[config.mk]
export PLATFORM = sky130hd
export DESIGN_NAME = fir_filter_circular_delay
export DESIGN_NICKNAME = d
export VERILOG_FILES = /design/src/firc_pkg.sv /design/src/firc_ram.sv /design/src/firc_front.sv /design/src/firc_back.sv /design/src/fir_filter_circular_delay.sv
export SDC_FILE = /design/constraint.sdc
export NUM_CORES = 2
export LEC_CHECK = 0
export BUFFER_PORTS_ARGS = -buffer_cell sky130_fd_sc_hd__buf_2
export CORE_MARGIN = 2
export CORE_UTILIZATION = 55
export DETAILED_ROUTE_END_ITERATION = 10
export PLACE_DENSITY_LB_ADDON = 0.25
export SLEW_MARGIN = 20
export SYNTH_ARGS = -nofsm -noshare
export SYNTH_HDL_FRONTEND = slang
export SYNTH_SLANG_ARGS = --single-unit
[constraint.sdc]
create_clock -name clk -period 8.15 [get_ports clk]
set_input_delay 0.815 -clock clk [delete_from_list [all_inputs] [get_ports clk]]
set_output_delay 0.815 -clock clk [all_outputs]
set_load 0.05 [all_outputs]
[src/firc_pkg.sv]
`timescale 1ns / 1ps
// Shared constants, types and codes for the circular-delay FIR filter.
// No dependencies; used by every module of the block but firc_ram.
package firc_pkg;

	// Filter dimensions.
	localparam int TAPS         = 33;
	localparam int SAMPLE_WIDTH = 16;
	localparam int COEF_WIDTH   = 16;

	// Derived widths.
	localparam int TAP_WIDTH  = (TAPS > 1) ? $clog2(TAPS) : 1;
	localparam int PROD_WIDTH = SAMPLE_WIDTH + COEF_WIDTH;
	localparam int ACC_WIDTH  = PROD_WIDTH + TAP_WIDTH + 1;

	// Stream field layout.
	localparam int INDEX_WIDTH     = 6;
	localparam int SAMPLE_LSB      = 0;
	localparam int INDEX_LSB       = SAMPLE_LSB + SAMPLE_WIDTH;
	localparam int COEF_LSB        = INDEX_LSB + INDEX_WIDTH;
	localparam int IN_FIELDS_WIDTH = COEF_LSB + COEF_WIDTH;
	localparam int IN_TDATA_WIDTH  = ((IN_FIELDS_WIDTH + 7) / 8) * 8;
	localparam int OUT_TDATA_WIDTH = ((SAMPLE_WIDTH + 7) / 8) * 8;

	// Request kinds carried in the input tuser.
	typedef enum logic {
		REQ_SAMPLE = 1'b0,
		REQ_COEF   = 1'b1
	} req_kind_t;

	// One classified request as held in the queue.
	typedef struct packed {
		req_kind_t                      kind;
		logic signed [SAMPLE_WIDTH-1:0] sample;
		logic [TAP_WIDTH-1:0]           tap;
		logic signed [COEF_WIDTH-1:0]   coef;
	} item_t;

	// Status of the execution engine.
	typedef struct packed {
		logic                 busy;
		logic [TAP_WIDTH-1:0] pos;
	} back_stat_t;

endpackage

[src/firc_ram.sv]
`timescale 1ns / 1ps
// Generic single-write, single-read RAM with a registered read port.
// No dependencies.
module firc_ram #(
	parameter int WIDTH = 16,
	parameter int DEPTH = 33
) (
	input  logic                                  clk,
	input  logic                                  we,
	input  logic [((DEPTH > 1) ? $clog2(DEPTH) : 1)-1:0] waddr,
	input  logic [WIDTH-1:0]                      wdata,
	input  logic [((DEPTH > 1) ? $clog2(DEPTH) : 1)-1:0] raddr,
	output logic [WIDTH-1:0]                      rdata
);

	logic [WIDTH-1:0] mem [DEPTH];

	// Write port and registered read port.
	always_ff @(posedge clk) begin
		if (we) begin
			mem[waddr] <= wdata;
		end
		rdata <= mem[raddr];
	end

endmodule

[src/firc_front.sv]
`timescale 1ns / 1ps
// Front end: accepts stream requests, classifies them and queues them.
// Depends on firc_pkg.
module firc_front (
	input  logic                                  clk,
	input  logic                                  arst_n,
	input  logic                                  s_axis_tvalid,
	output logic                                  s_axis_tready,
	// Bits from 0 up: sample_in, coef_index, coef_value, zero padding.
	input  logic [firc_pkg::IN_TDATA_WIDTH-1:0]   s_axis_tdata,
	// req_type.
	input  logic                                  s_axis_tuser,
	output logic                                  q_valid,
	input  logic                                  q_ready,
	output firc_pkg::item_t                       q_item
);
	import firc_pkg::*;

	item_t      fifo_q [2];
	logic       wr_ptr_q;
	logic       rd_ptr_q;
	logic [1:0] count_q;
	item_t      item_in;
	logic       index_ok;
	logic       accept;
	logic       push;
	logic       pop;

	// Unpack and classify the incoming request.
	always_comb begin
		item_in.kind   = req_kind_t'(s_axis_tuser);
		item_in.sample = s_axis_tdata[SAMPLE_LSB +: SAMPLE_WIDTH];
		item_in.tap    = TAP_WIDTH'(s_axis_tdata[INDEX_LSB +: INDEX_WIDTH]);
		item_in.coef   = s_axis_tdata[COEF_LSB +: COEF_WIDTH];
		index_ok       = int'(s_axis_tdata[INDEX_LSB +: INDEX_WIDTH]) < TAPS;
	end

	// Coefficient writes to a tap that does not exist are dropped here.
	assign s_axis_tready = (count_q != 2'd2);
	assign accept        = s_axis_tvalid & s_axis_tready;
	assign push          = accept & ((item_in.kind == REQ_SAMPLE) | index_ok);
	assign q_valid       = (count_q != 2'd0);
	assign pop           = q_valid & q_ready;
	assign q_item        = fifo_q[rd_ptr_q];

	// Queue storage.
	always_ff @(posedge clk) begin
		if (push) begin
			fifo_q[wr_ptr_q] <= item_in;
		end
	end

	// Queue pointers and fill count.
	always_ff @(posedge clk or negedge arst_n) begin
		if (!arst_n) begin
			wr_ptr_q <= 1'b0;
			rd_ptr_q <= 1'b0;
			count_q  <= 2'd0;
		end else begin
			if (push) begin
				wr_ptr_q <= ~wr_ptr_q;
			end
			if (pop) begin
				rd_ptr_q <= ~rd_ptr_q;
			end
			case ({push, pop})
				2'b10:   count_q <= count_q + 2'd1;
				2'b01:   count_q <= count_q - 2'd1;
				default: count_q <= count_q;
			endcase
		end
	end

endmodule

[src/firc_back.sv]
`timescale 1ns / 1ps
// Back end: coefficient and delay-line memories, the multiply-accumulate
// engine, rounding and saturation, and the result register. Depends on
// firc_pkg and firc_ram.
module firc_back (
	input  logic                                  clk,
	input  logic                                  arst_n,
	input  logic                                  q_valid,
	output logic                                  q_ready,
	input  firc_pkg::item_t                       q_item,
	output logic                                  m_axis_tvalid,
	input  logic                                  m_axis_tready,
	// Bits from 0 up: filtered, zero padding.
	output logic [firc_pkg::OUT_TDATA_WIDTH-1:0]  m_axis_tdata,
	// clipped.
	output logic                                  m_axis_tuser,
	output firc_pkg::back_stat_t                  stat
);
	import firc_pkg::*;

	typedef enum logic [3:0] {
		S_IDLE  = 4'b0001,
		S_MAC   = 4'b0010,
		S_DRAIN = 4'b0100,
		S_OUT   = 4'b1000
	} state_t;

	localparam logic signed [ACC_WIDTH-1:0] SAT_HI =
		{{(ACC_WIDTH-SAMPLE_WIDTH+1){1'b0}}, {(SAMPLE_WIDTH-1){1'b1}}};
	localparam logic signed [ACC_WIDTH-1:0] SAT_LO = ~SAT_HI;
	localparam logic signed [ACC_WIDTH-1:0] ROUND_BIAS =
		{{(ACC_WIDTH-1){1'b0}}, 1'b1} << (COEF_WIDTH-2);
	localparam logic [TAP_WIDTH-1:0] LAST_TAP = TAP_WIDTH'(TAPS-1);

	state_t                          state_q;
	logic [TAP_WIDTH-1:0]            pos_q;
	logic [TAP_WIDTH-1:0]            tap_q;
	logic [TAP_WIDTH-1:0]            rpos_q;
	logic [TAPS-1:0]                 coef_vld_q;
	logic [TAPS-1:0]                 samp_vld_q;
	logic                            rd_s1;
	logic                            last_s1;
	logic                            cv_s1;
	logic                            sv_s1;
	logic                            rd_s2;
	logic                            last_s2;
	logic signed [PROD_WIDTH-1:0]    prod_s2;
	logic signed [ACC_WIDTH-1:0]     acc_q;
	logic                            out_valid_q;
	logic signed [SAMPLE_WIDTH-1:0]  filtered_q;
	logic                            clipped_q;
	logic                            pop;
	logic                            coef_we;
	logic                            samp_we;
	logic [COEF_WIDTH-1:0]           coef_rd;
	logic [SAMPLE_WIDTH-1:0]         samp_rd;
	logic signed [COEF_WIDTH-1:0]    coef_op;
	logic signed [SAMPLE_WIDTH-1:0]  samp_op;
	logic signed [ACC_WIDTH-1:0]     rounded;
	logic signed [ACC_WIDTH-1:0]     shifted;
	logic signed [SAMPLE_WIDTH-1:0]  sat_value;
	logic                            sat_clip;
	logic                            out_free;

	assign q_ready  = (state_q == S_IDLE);
	assign pop      = q_valid & q_ready;
	assign coef_we  = pop & (q_item.kind == REQ_COEF);
	assign samp_we  = pop & (q_item.kind == REQ_SAMPLE);
	assign out_free = ~out_valid_q | m_axis_tready;

	// Coefficient table and delay line.
	firc_ram #(.WIDTH(COEF_WIDTH), .DEPTH(TAPS)) u_coef_ram (
		.clk   (clk),
		.we    (coef_we),
		.waddr (q_item.tap),
		.wdata (q_item.coef),
		.raddr (tap_q),
		.rdata (coef_rd)
	);

	firc_ram #(.WIDTH(SAMPLE_WIDTH), .DEPTH(TAPS)) u_delay_ram (
		.clk   (clk),
		.we    (samp_we),
		.waddr (pos_q),
		.wdata (q_item.sample),
		.raddr (rpos_q),
		.rdata (samp_rd)
	);

	// Entries never written since reset read as zero.
	assign coef_op = cv_s1 ? coef_rd : '0;
	assign samp_op = sv_s1 ? samp_rd : '0;

	// Round half up, shift back to the sample format and saturate.
	always_comb begin
		rounded = acc_q + ROUND_BIAS;
		shifted = rounded >>> (COEF_WIDTH-1);
		if (shifted > SAT_HI) begin
			sat_value = SAT_HI[SAMPLE_WIDTH-1:0];
			sat_clip  = 1'b1;
		end else if (shifted < SAT_LO) begin
			sat_value = SAT_LO[SAMPLE_WIDTH-1:0];
			sat_clip  = 1'b1;
		end else begin
			sat_value = shifted[SAMPLE_WIDTH-1:0];
			sat_clip  = 1'b0;
		end
	end

	// Sequencer, valid bits and write position.
	always_ff @(posedge clk or negedge arst_n) begin
		if (!arst_n) begin
			state_q    <= S_IDLE;
			pos_q      <= '0;
			tap_q      <= '0;
			rpos_q     <= '0;
			coef_vld_q <= '0;
			samp_vld_q <= '0;
		end else begin
			case (state_q)
				S_IDLE: begin
					if (coef_we) begin
						coef_vld_q[q_item.tap] <= 1'b1;
					end
					if (samp_we) begin
						samp_vld_q[pos_q] <= 1'b1;
						tap_q             <= '0;
						rpos_q            <= pos_q;
						state_q           <= S_MAC;
					end
				end
				S_MAC: begin
					tap_q  <= tap_q + 1'b1;
					rpos_q <= (rpos_q == '0) ? LAST_TAP : rpos_q - 1'b1;
					if (tap_q == LAST_TAP) begin
						state_q <= S_DRAIN;
					end
				end
				S_DRAIN: begin
					if (rd_s2 && last_s2) begin
						state_q <= S_OUT;
					end
				end
				S_OUT: begin
					if (out_free) begin
						pos_q   <= (pos_q == LAST_TAP) ? '0 : pos_q + 1'b1;
						state_q <= S_IDLE;
					end
				end
				default: begin
					state_q <= S_IDLE;
				end
			endcase
		end
	end

	// Read and multiply stage control.
	always_ff @(posedge clk or negedge arst_n) begin
		if (!arst_n) begin
			rd_s1   <= 1'b0;
			last_s1 <= 1'b0;
			rd_s2   <= 1'b0;
			last_s2 <= 1'b0;
		end else begin
			rd_s1   <= (state_q == S_MAC);
			last_s1 <= (state_q == S_MAC) && (tap_q == LAST_TAP);
			rd_s2   <= rd_s1;
			last_s2 <= last_s1;
		end
	end

	// Read stage valid flags and the product register.
	always_ff @(posedge clk) begin
		cv_s1   <= coef_vld_q[tap_q];
		sv_s1   <= samp_vld_q[rpos_q];
		prod_s2 <= coef_op * samp_op;
	end

	// Accumulator, cleared when a sample starts.
	always_ff @(posedge clk) begin
		if (samp_we) begin
			acc_q <= '0;
		end else if (rd_s2) begin
			acc_q <= acc_q + {{(ACC_WIDTH-PROD_WIDTH){prod_s2[PROD_WIDTH-1]}}, prod_s2};
		end
	end

	// Result register.
	always_ff @(posedge clk or negedge arst_n) begin
		if (!arst_n) begin
			out_valid_q <= 1'b0;
		end else if (state_q == S_OUT && out_free) begin
			out_valid_q <= 1'b1;
		end else if (m_axis_tready) begin
			out_valid_q <= 1'b0;
		end
	end

	always_ff @(posedge clk) begin
		if (state_q == S_OUT && out_free) begin
			filtered_q <= sat_value;
			clipped_q  <= sat_clip;
		end
	end

	assign m_axis_tvalid = out_valid_q;
	assign m_axis_tdata  = OUT_TDATA_WIDTH'(filtered_q);
	assign m_axis_tuser  = clipped_q;
	assign stat.busy     = (state_q != S_IDLE);
	assign stat.pos      = pos_q;

endmodule

[src/fir_filter_circular_delay.sv]
`timescale 1ns / 1ps
// Top level of the 33-tap direct-form FIR filter with circular delay line.
// Depends on firc_pkg, firc_front, firc_back and firc_ram.
//
//  Channel  Direction  Payload                                  Sideband
//  s_axis   in         sample_in, coef_index, coef_value        tuser: req_type
//  m_axis   out        filtered                                 tuser: clipped
//
// A coefficient request is written while the engine is idle; a sample request
// is written, then takes one multiply-accumulate per tap through a single
// multiplier and one read port per memory, a pipeline drain, and a state
// that rounds and loads the result register.
// A two-entry queue takes requests while the engine works or a result waits.
// After reset both memories read as zero through per-entry valid bits, so no
// clearing pass is needed and requests are taken at once.
module fir_filter_circular_delay (
	input  logic                                  clk,
	input  logic                                  arst_n,
	input  logic                                  s_axis_tvalid,
	output logic                                  s_axis_tready,
	// Bits from 0 up: sample_in, coef_index, coef_value, zero padding.
	input  logic [firc_pkg::IN_TDATA_WIDTH-1:0]   s_axis_tdata,
	// req_type.
	input  logic                                  s_axis_tuser,
	output logic                                  m_axis_tvalid,
	input  logic                                  m_axis_tready,
	// Bits from 0 up: filtered, zero padding.
	output logic [firc_pkg::OUT_TDATA_WIDTH-1:0]  m_axis_tdata,
	// clipped.
	output logic                                  m_axis_tuser
);
	import firc_pkg::*;

	logic       q_valid;
	logic       q_ready;
	item_t      q_item;
	back_stat_t stat;

	// Request intake and queue.
	firc_front u_front (
		.clk           (clk),
		.arst_n        (arst_n),
		.s_axis_tvalid (s_axis_tvalid),
		.s_axis_tready (s_axis_tready),
		.s_axis_tdata  (s_axis_tdata),
		.s_axis_tuser  (s_axis_tuser),
		.q_valid       (q_valid),
		.q_ready       (q_ready),
		.q_item        (q_item)
	);

	// Filter engine and result register.
	firc_back u_back (
		.clk           (clk),
		.arst_n        (arst_n),
		.q_valid       (q_valid),
		.q_ready       (q_ready),
		.q_item        (q_item),
		.m_axis_tvalid (m_axis_tvalid),
		.m_axis_tready (m_axis_tready),
		.m_axis_tdata  (m_axis_tdata),
		.m_axis_tuser  (m_axis_tuser),
		.stat          (stat)
	);

	// A clipped result carries one of the two saturation values.
	a_clip_value: assert property (@(posedge clk) disable iff (!arst_n)
		(m_axis_tvalid && m_axis_tuser) |->
		(m_axis_tdata[SAMPLE_WIDTH-1:0] == {1'b0, {(SAMPLE_WIDTH-1){1'b1}}} ||
		 m_axis_tdata[SAMPLE_WIDTH-1:0] == {1'b1, {(SAMPLE_WIDTH-1){1'b0}}}))
		else $error("clipped result is not a saturation value");

	// The write position stays inside the delay line.
	a_pos_range: assert property (@(posedge clk) disable iff (!arst_n)
		int'(stat.pos) < TAPS)
		else $error("write position beyond the delay line");

	// Only coefficient writes to existing taps reach the engine.
	a_tap_range: assert property (@(posedge clk) disable iff (!arst_n)
		(q_valid && q_ready && q_item.kind == REQ_COEF) |-> int'(q_item.tap) < TAPS)
		else $error("coefficient write to a missing tap was queued");

	// The engine takes no request while it is busy with a sample.
	a_busy_ready: assert property (@(posedge clk) disable iff (!arst_n)
		stat.busy |-> !q_ready)
		else $error("engine ready while busy");

endmodule
Word-level counts from Yosys, hierarchy flattened
Memory sizes are Yosys's and may differ from the RTL's. A register that Yosys moved wholly into a read port is not among the register bits.
Cells that the tools add are included.
- add/subtract/negate cells: 7
- reduce and logical (&&, ||, !) cells: 15
- equal/unequal tests: 13
- bitwise operators: 14
- $mul: 1
- mux-type cells: 32
- $lt $le $gt $ge: 9
- operator list (kind ; count):
    OR 33 bit ; 2
    two-way mux 16 bit ; 3
    adder 39 x 16 -> 39 bit (second input constant) ; 1
    adder 39 bit ; 1
    multiplier 16 x 16 -> 32 bit ; 1
    < comparator 6 x 7 -> 1 bit (second input constant) ; 4
    greater-than comparator 24 x 16 -> 1 bit (second input constant) ; 1
    < comparator 24 x 16 -> 1 bit (second input constant) ; 1
    two-way mux 6 bit ; 4
    one-hot mux 6 bit (2 select lines) ; 2
    two-way mux 4 bit ; 4
    one-hot mux 4 bit (4 select lines) ; 1
    two-way mux 1 bit ; 13
    adder 6 x 1 -> 6 bit (second input constant) ; 2
    binary-select mux 1 bit (select 6 bit) ; 2
    demux 1 bit (select 6 bit) ; 2
    == test 6 bit (second input constant) ; 2
    >= comparator 6 x 1 -> 1 bit (second input constant) ; 2
    AND reduction 2 bit ; 4
    nonzero test 2 bit ; 4
    zero test 6 bit ; 1
    < comparator 6 bit (second input constant) ; 1
    inequality test 2 x 1 -> 1 bit (second input constant) ; 3
    subtractor 6 x 1 -> 6 bit (second input constant) ; 1
    15 further kinds ; 29
- RAM bits: 1134
- word-level logic and storage cells: 114
- output and inout bits: 19
- memories: 3
- register bits: 187
- input bits: 45
- memories (memory ; words ; width ; read ports ; clocked after Yosys merged registers in ; write ports ; line ; source):
    u_back.u_coef_ram.mem ; 33 ; 16 ; 1 ; 1 ; 1 ; firc_ram.sv:16 ; logic [WIDTH-1:0] mem [DEPTH];
    u_back.u_delay_ram.mem ; 33 ; 16 ; 1 ; 1 ; 1 ; firc_ram.sv:16 ;
    u_front.fifo_q ; 2 ; 39 ; 1 ; 0 ; 1 ; firc_front.sv:19 ; item_t fifo_q [2];

Depth between registers and ports, before layout
An unclocked memory read counts as a cell.
- depth after elaboration: 6
- mapped depth: 25
- gate-level depth less buffers: 23

Modules after synthesis
Synthesis repeated with hierarchy kept, for this count alone.
- cells, all modules: 4542
- area, all modules: 64672.0 µm²
- by module, submodules not included (module ; instances ; seq. area each (µm²) ; area an instance (µm²) ; cells each):
    firc_ram ; 2 ; 16175.5 ; 21071.5 ; 1132
    firc_back ; 1 ; 4300.4 ; 19487.4 ; 2137
    firc_front ; 1 ; 2442.3 ; 3041.7 ; 141

Worst setup path after synthesis
OpenSTA, ideal clock, no wires.
- kind: register to register
- start: register u_back.cv_s1
- end: register u_back.prod_s2[30]
- required time: 8.055 ns
- clock period less this slack: 6.303 ns
- setup slack: 1.847 ns
- arrival time: 6.208 ns
- setup time: 0.095 ns
- path buffers: 2
- cell stages (with the launch flop): 23
- cell sequence: dfxtp_1 -> clkbuf_1 -> buf_1 -> nand2_1 -> nor2_1 -> fa_1 -> inv_1 -> fa_1 -> fa_1 -> fa_1 -> inv_1 -> fa_1 -> fa_1 -> ha_1 -> nand2_1 -> nand2_1 -> a211oi_1 -> o2bb2ai_2 -> o31a_4 -> o31ai_4 -> a31o_4 -> or4b_1 -> o311ai_1
- word-level cells in the longest chain between the ends: 2
- RTL lines (what ; line ; source):
    start: declaration ; firc_back.sv:43 ; logic cv_s1;
    start signal: assignment ; firc_back.sv:174 ; cv_s1 <= coef_vld_q[tap_q];
    two-way mux 16 bit ; firc_back.sv:91 ; assign coef_op = cv_s1 ? coef_rd : '0;
    multiplier 16 x 16 -> 32 bit ; firc_back.sv:176 ; prod_s2 <= coef_op * samp_op;
    end signal: assignment ; firc_back.sv:176 ;
    end: declaration ; firc_back.sv:47 ; logic signed [PROD_WIDTH-1:0] prod_s2;
Every way passes these cells.
A chain may end at the register's enable or synchronous reset.

Worst setup path after layout
- start: register u_back.sv_s1
- end: register u_back.prod_s2[31]
- word-level cells in the longest chain between the ends: 2
- RTL lines (what ; line ; source):
    start: declaration ; firc_back.sv:44 ; logic sv_s1;
    start signal: assignment ; firc_back.sv:175 ; sv_s1 <= samp_vld_q[rpos_q];
    two-way mux 16 bit ; firc_back.sv:92 ; assign samp_op = sv_s1 ? samp_rd : '0;
    multiplier 16 x 16 -> 32 bit ; firc_back.sv:176 ;
Every way passes these cells.

==> out/qor.csv <==
metric,value,unit
synth_cells,3837,
cts.repair.resized,0,
yosysUniqueCellTypes,76,
p_sw,6.540,mW
synthArstFlopShare,0.07169,
core_area,112800,um^2
cp-end-kind,flip-flop,
syn_area_per_cell,16.36,um^2
initial_core_util,0.5564,
peakVddDrop,307.9,uV
p_leak,25.13,nW
period_share,0.8689,
min_path_type,input pin to async pin,
dr.pass1.iters,5,
slowest_stage,dfxtp_1,
post-cts-setup-buffers,0,
pwr-share-clk,0.302,
fp-row-count,123,
grt_start_max_net_pins,139,
dieHeight,341.8,um
crit_top_cell,fa_1,
fin_skew,0.02539,ns
synth-simple-area-share,0.05681,
synth-xor-area-share,0.01284,
totalPowerFinal,21.17,mW
critPathKind,flip-flop to flip-flop,
cts_tree,done,
rsz0062_at_grt,false,
ys.flop_type,edfxtp_1,
drtIter0Drc,3366,
r2r_setup_slack,1.07,ns
clk_pin_slew,0.06,ns
dp_hpwl,85.23,mm
pwr_density_cell,302.8,nW/um^2
drive_gt1_frac,0.2149,
pwr-share-comb,0.272,
insertion_delay,0.75,ns
postCtsHoldBufs,0,
swShare,0.3090,
synth_adder_area_share,0.1094,
critPathMaxStageDelay,0.69,ns
fin_crit,7.081,ns
crit_buf_inv,4,
cts_max_level,4,
p_int,14.63,mW
grtUsageMet2,0.3799,
synth_edf_count,1151,
ys_seq_area_frac,0.6228,
path_delay_family,adder cells,
die_area,116800,um^2
netlist_area,62770,um^2
final_max_slew_viol_count,0,
final-hold-violation-count,0,
synth_mux_area_frac,0.1372,
routed-via-count,33230,
tightest_slew,1.091,ns
use_met1,0.3424,
overflow,0,
fillers,8061,
syn_nets,4273,
grt_use_met3,0.05039,
synth_compound_area_frac,0.03102,
cp.arrival,7.70,ns
startpoint_type,flip-flop,
finalSetupViolations,0,
yosysWarnings,0,
ios,64,
grt.total_usage,0.2415,
grt.busiest_layer,met2,
seqPwrFrac,0.426,
status,completed,
antenna_found_initial,4,
port_buffers,61,
maxCapViolations,0,
grt_pass1_wl,208.2,mm
synth_seq_cells,1353,
crit_required,8.77,ns
cts_max_path_buffers,3,
syn_to_final_growth,11.37,%
wl_per_cell,24.71,um
drcViolationCount,0,
antenna_left,0,
via_per_inst,5.948,
gp_congestion,0.8933,
grt_pass1_vias,33640,
nets,4408,
clock_sinks,1353,
root_buffer,clkbuf_16,
critPathMaxFanout,21,
fmax,0.1412,GHz
synth_top_family_by_area,multiplexers,
setup_tns,0,ns
routed_wl,138.1,mm
cts_buffers,140,
cp_cell_sequence,nand2_1 > nor2_1 > fa_1 > inv_1 > fa_1 > fa_1 > inv_1 > fa_1 > fa_1 > inv_1 > fa_1 > inv_1 > ha_1 > nand3_1 > nor2_1 > nand4_1 > a31oi_1 > o2111ai_1 > a21bo_2 > o31ai_1 > a21oi_1 > xnor2_1,
max_slew_margin,0.2727,
die_x,341.8,um
[cell families after synthesis]
| group | count (synthesis) |
|---|---|
| AOI/OAI and AO/OA | 307 |
| buffers and inverters | 490 |
| DFF | 1353 |
| and+or+nand+nor | 773 |
| adders and majority gates | 391 |
| xor gates and xnor gates | 92 |
| muxes | 431 |
[synth_stat cells, types with 9 or more instances]
| master | count | share of area |
|---|---|---|
| buf_1 | 24 | 0.0014 |
| o21ai_0 | 119 | 0.0095 |
| a31oi_1 | 9 | 0.00090 |
| a211oi_1 | 15 | 0.0018 |
| fa_1 | 263 | 0.084 |
| and2_1 | 31 | 0.0031 |
| buf_2 | 28 | 0.0022 |
| nand3_1 | 45 | 0.0036 |
| o21a_1 | 11 | 0.0013 |
| nand2b_1 | 12 | 0.0012 |
| a21oi_1 | 67 | 0.0053 |
| and3_1 | 12 | 0.0012 |
| nand3b_1 | 16 | 0.0019 |
| mux4_2 | 340 | 0.12 |
| nor2b_1 | 15 | 0.0015 |
| dfxtp_1 | 105 | 0.033 |
| mux2i_1 | 58 | 0.0092 |
| clkbuf_1 | 100 | 0.0060 |
| nand4_1 | 15 | 0.0015 |
| nand2_1 | 240 | 0.014 |
| or2_2 | 67 | 0.0067 |
| xnor2_1 | 58 | 0.0081 |
| nor2_1 | 274 | 0.016 |
| dfrtp_1 | 96 | 0.038 |
| inv_1 | 337 | 0.020 |
| a21o_1 | 21 | 0.0025 |
| edfxtp_1 | 1151 | 0.55 |
| xor2_1 | 34 | 0.0047 |
| ha_1 | 128 | 0.026 |
| mux2_2 | 33 | 0.0059 |
| nor3_1 | 10 | 0.00080 |
[path summary, 6_finish.rpt]
check	from	endpoint	cells after the start
hold reg to reg	u_back.last_s1	u_back.last_s2	0
setup / recovery	u_back.sv_s1	u_back.prod_s2[31]	22
hold / removal	arst_n	u_back.samp_vld_q[15]	1
max in group asynchronous	arst_n	u_back.rpos_q[1]	2
setup reg to reg	u_back.sv_s1	u_back.prod_s2[31]	22
min in group clk	s_axis_tdata[31]	u_front.fifo_q[1][9]	1
[final cells by class]
type	count	area (um^2)	share of cell area
Inverter	337	1265	0.01809
Sequential cell	1353	39120	0.5595
Timing Repair Buffer	146	1023	0.01464
Clock inverter	54	643.1	0.009199
Antenna cell	1	2.502	0.00003579
Clock buffer	201	3953	0.05654
Multi-Input combinational cell	1994	22030	0.3151
Tap cell	1500	1877	0.02685
[power by group through the flow]
| stage | clock network, mW | registers, mW | logic, mW |
|---|---|---|---|
| 3_3_place_gp | 0 | 9.15 | 5.66 |
| 6_report | 6.39 | 9.02 | 5.76 |
| 3_5_place_dp | 0 | 9.17 | 5.75 |
| 2_1_floorplan | 0 | 8.90 | 4.24 |
| 5_1_grt | 6.76 | 9.08 | 6.30 |
| 4_1_cts | 6.50 | 9.03 | 5.77 |
[flip-flops by register name (all words and copies together) (netlist names), 2 cells and up]
| signal | flops |
|---|---|
| u_back.u_coef_ram.mem | 528 |
| u_back.u_delay_ram.mem | 528 |
| u_front.fifo_q | 78 |
| u_back.acc_q | 39 |
| u_back.coef_vld_q | 33 |
| u_back.samp_vld_q | 33 |
| u_back.prod_s2 | 32 |
| u_back.m_axis_tdata | 16 |
| u_back.u_coef_ram.rdata | 16 |
| u_back.u_delay_ram.rdata | 16 |
| u_back.pos_q | 6 |
| u_back.rpos_q | 6 |
| u_back.tap_q | 6 |
| u_back.state_q | 4 |
| u_front.count_q | 2 |
[per-layer routing]
metal / wire, um / part of all wire / up-vias
met4: 3903 / 0.028 / 4
met3: 10500 / 0.076 / 217
met2: 67050 / 0.49 / 1242
met5: 23 / 0.00017 / -
li1: - / - / 14470
met1: 56580 / 0.41 / 17290
[metrics by stage]
step / area (um^2) / std cells / util / hold slack, ns / worst slack [ns]
floorplan: 62770 / 3837 / - / 0.3312 / 1.847
global placement: 65210 / 5328 / 0.5781 / 0.3325 / 1.197
detailed placement: 65220 / 5328 / 0.5781 / 0.3347 / 1.143
CTS: 69810 / 5583 / 0.6189 / 0.001059 / 1.105
global route: 69910 / 5585 / 0.6197 / 0.03231 / 0.5506
finish: 69910 / 5586 / 0.6197 / 0.02576 / 1.069
[cells in the final DEF (no fill, tap or decap), types with 12 or more instances in the layout]
master     instances
edfxtp_1        1151
mux4_2           340
inv_1            337
fa_1             263
nand2_1          240
nor2_1           208
clkbuf_16        145
ha_1             128
o21ai_0          119
dfxtp_1          105
dfrtp_1           85
buf_4             81
a21oi_1           67
or2_2             67
buf_2             60
xnor2_1           58
mux2i_1           58
nor2_2            57
nand3_1           45
clkbuf_1          44
xor2_1            34
mux2_2            33
and2_1            31
a21o_1            21
nand3b_1          16
clkinv_1          16
nand4_1           15
a211oi_1          15
nor2b_1           15
nand2b_1          12
and3_1            12
Note: power is estimated with default switching activity, not from simulation.
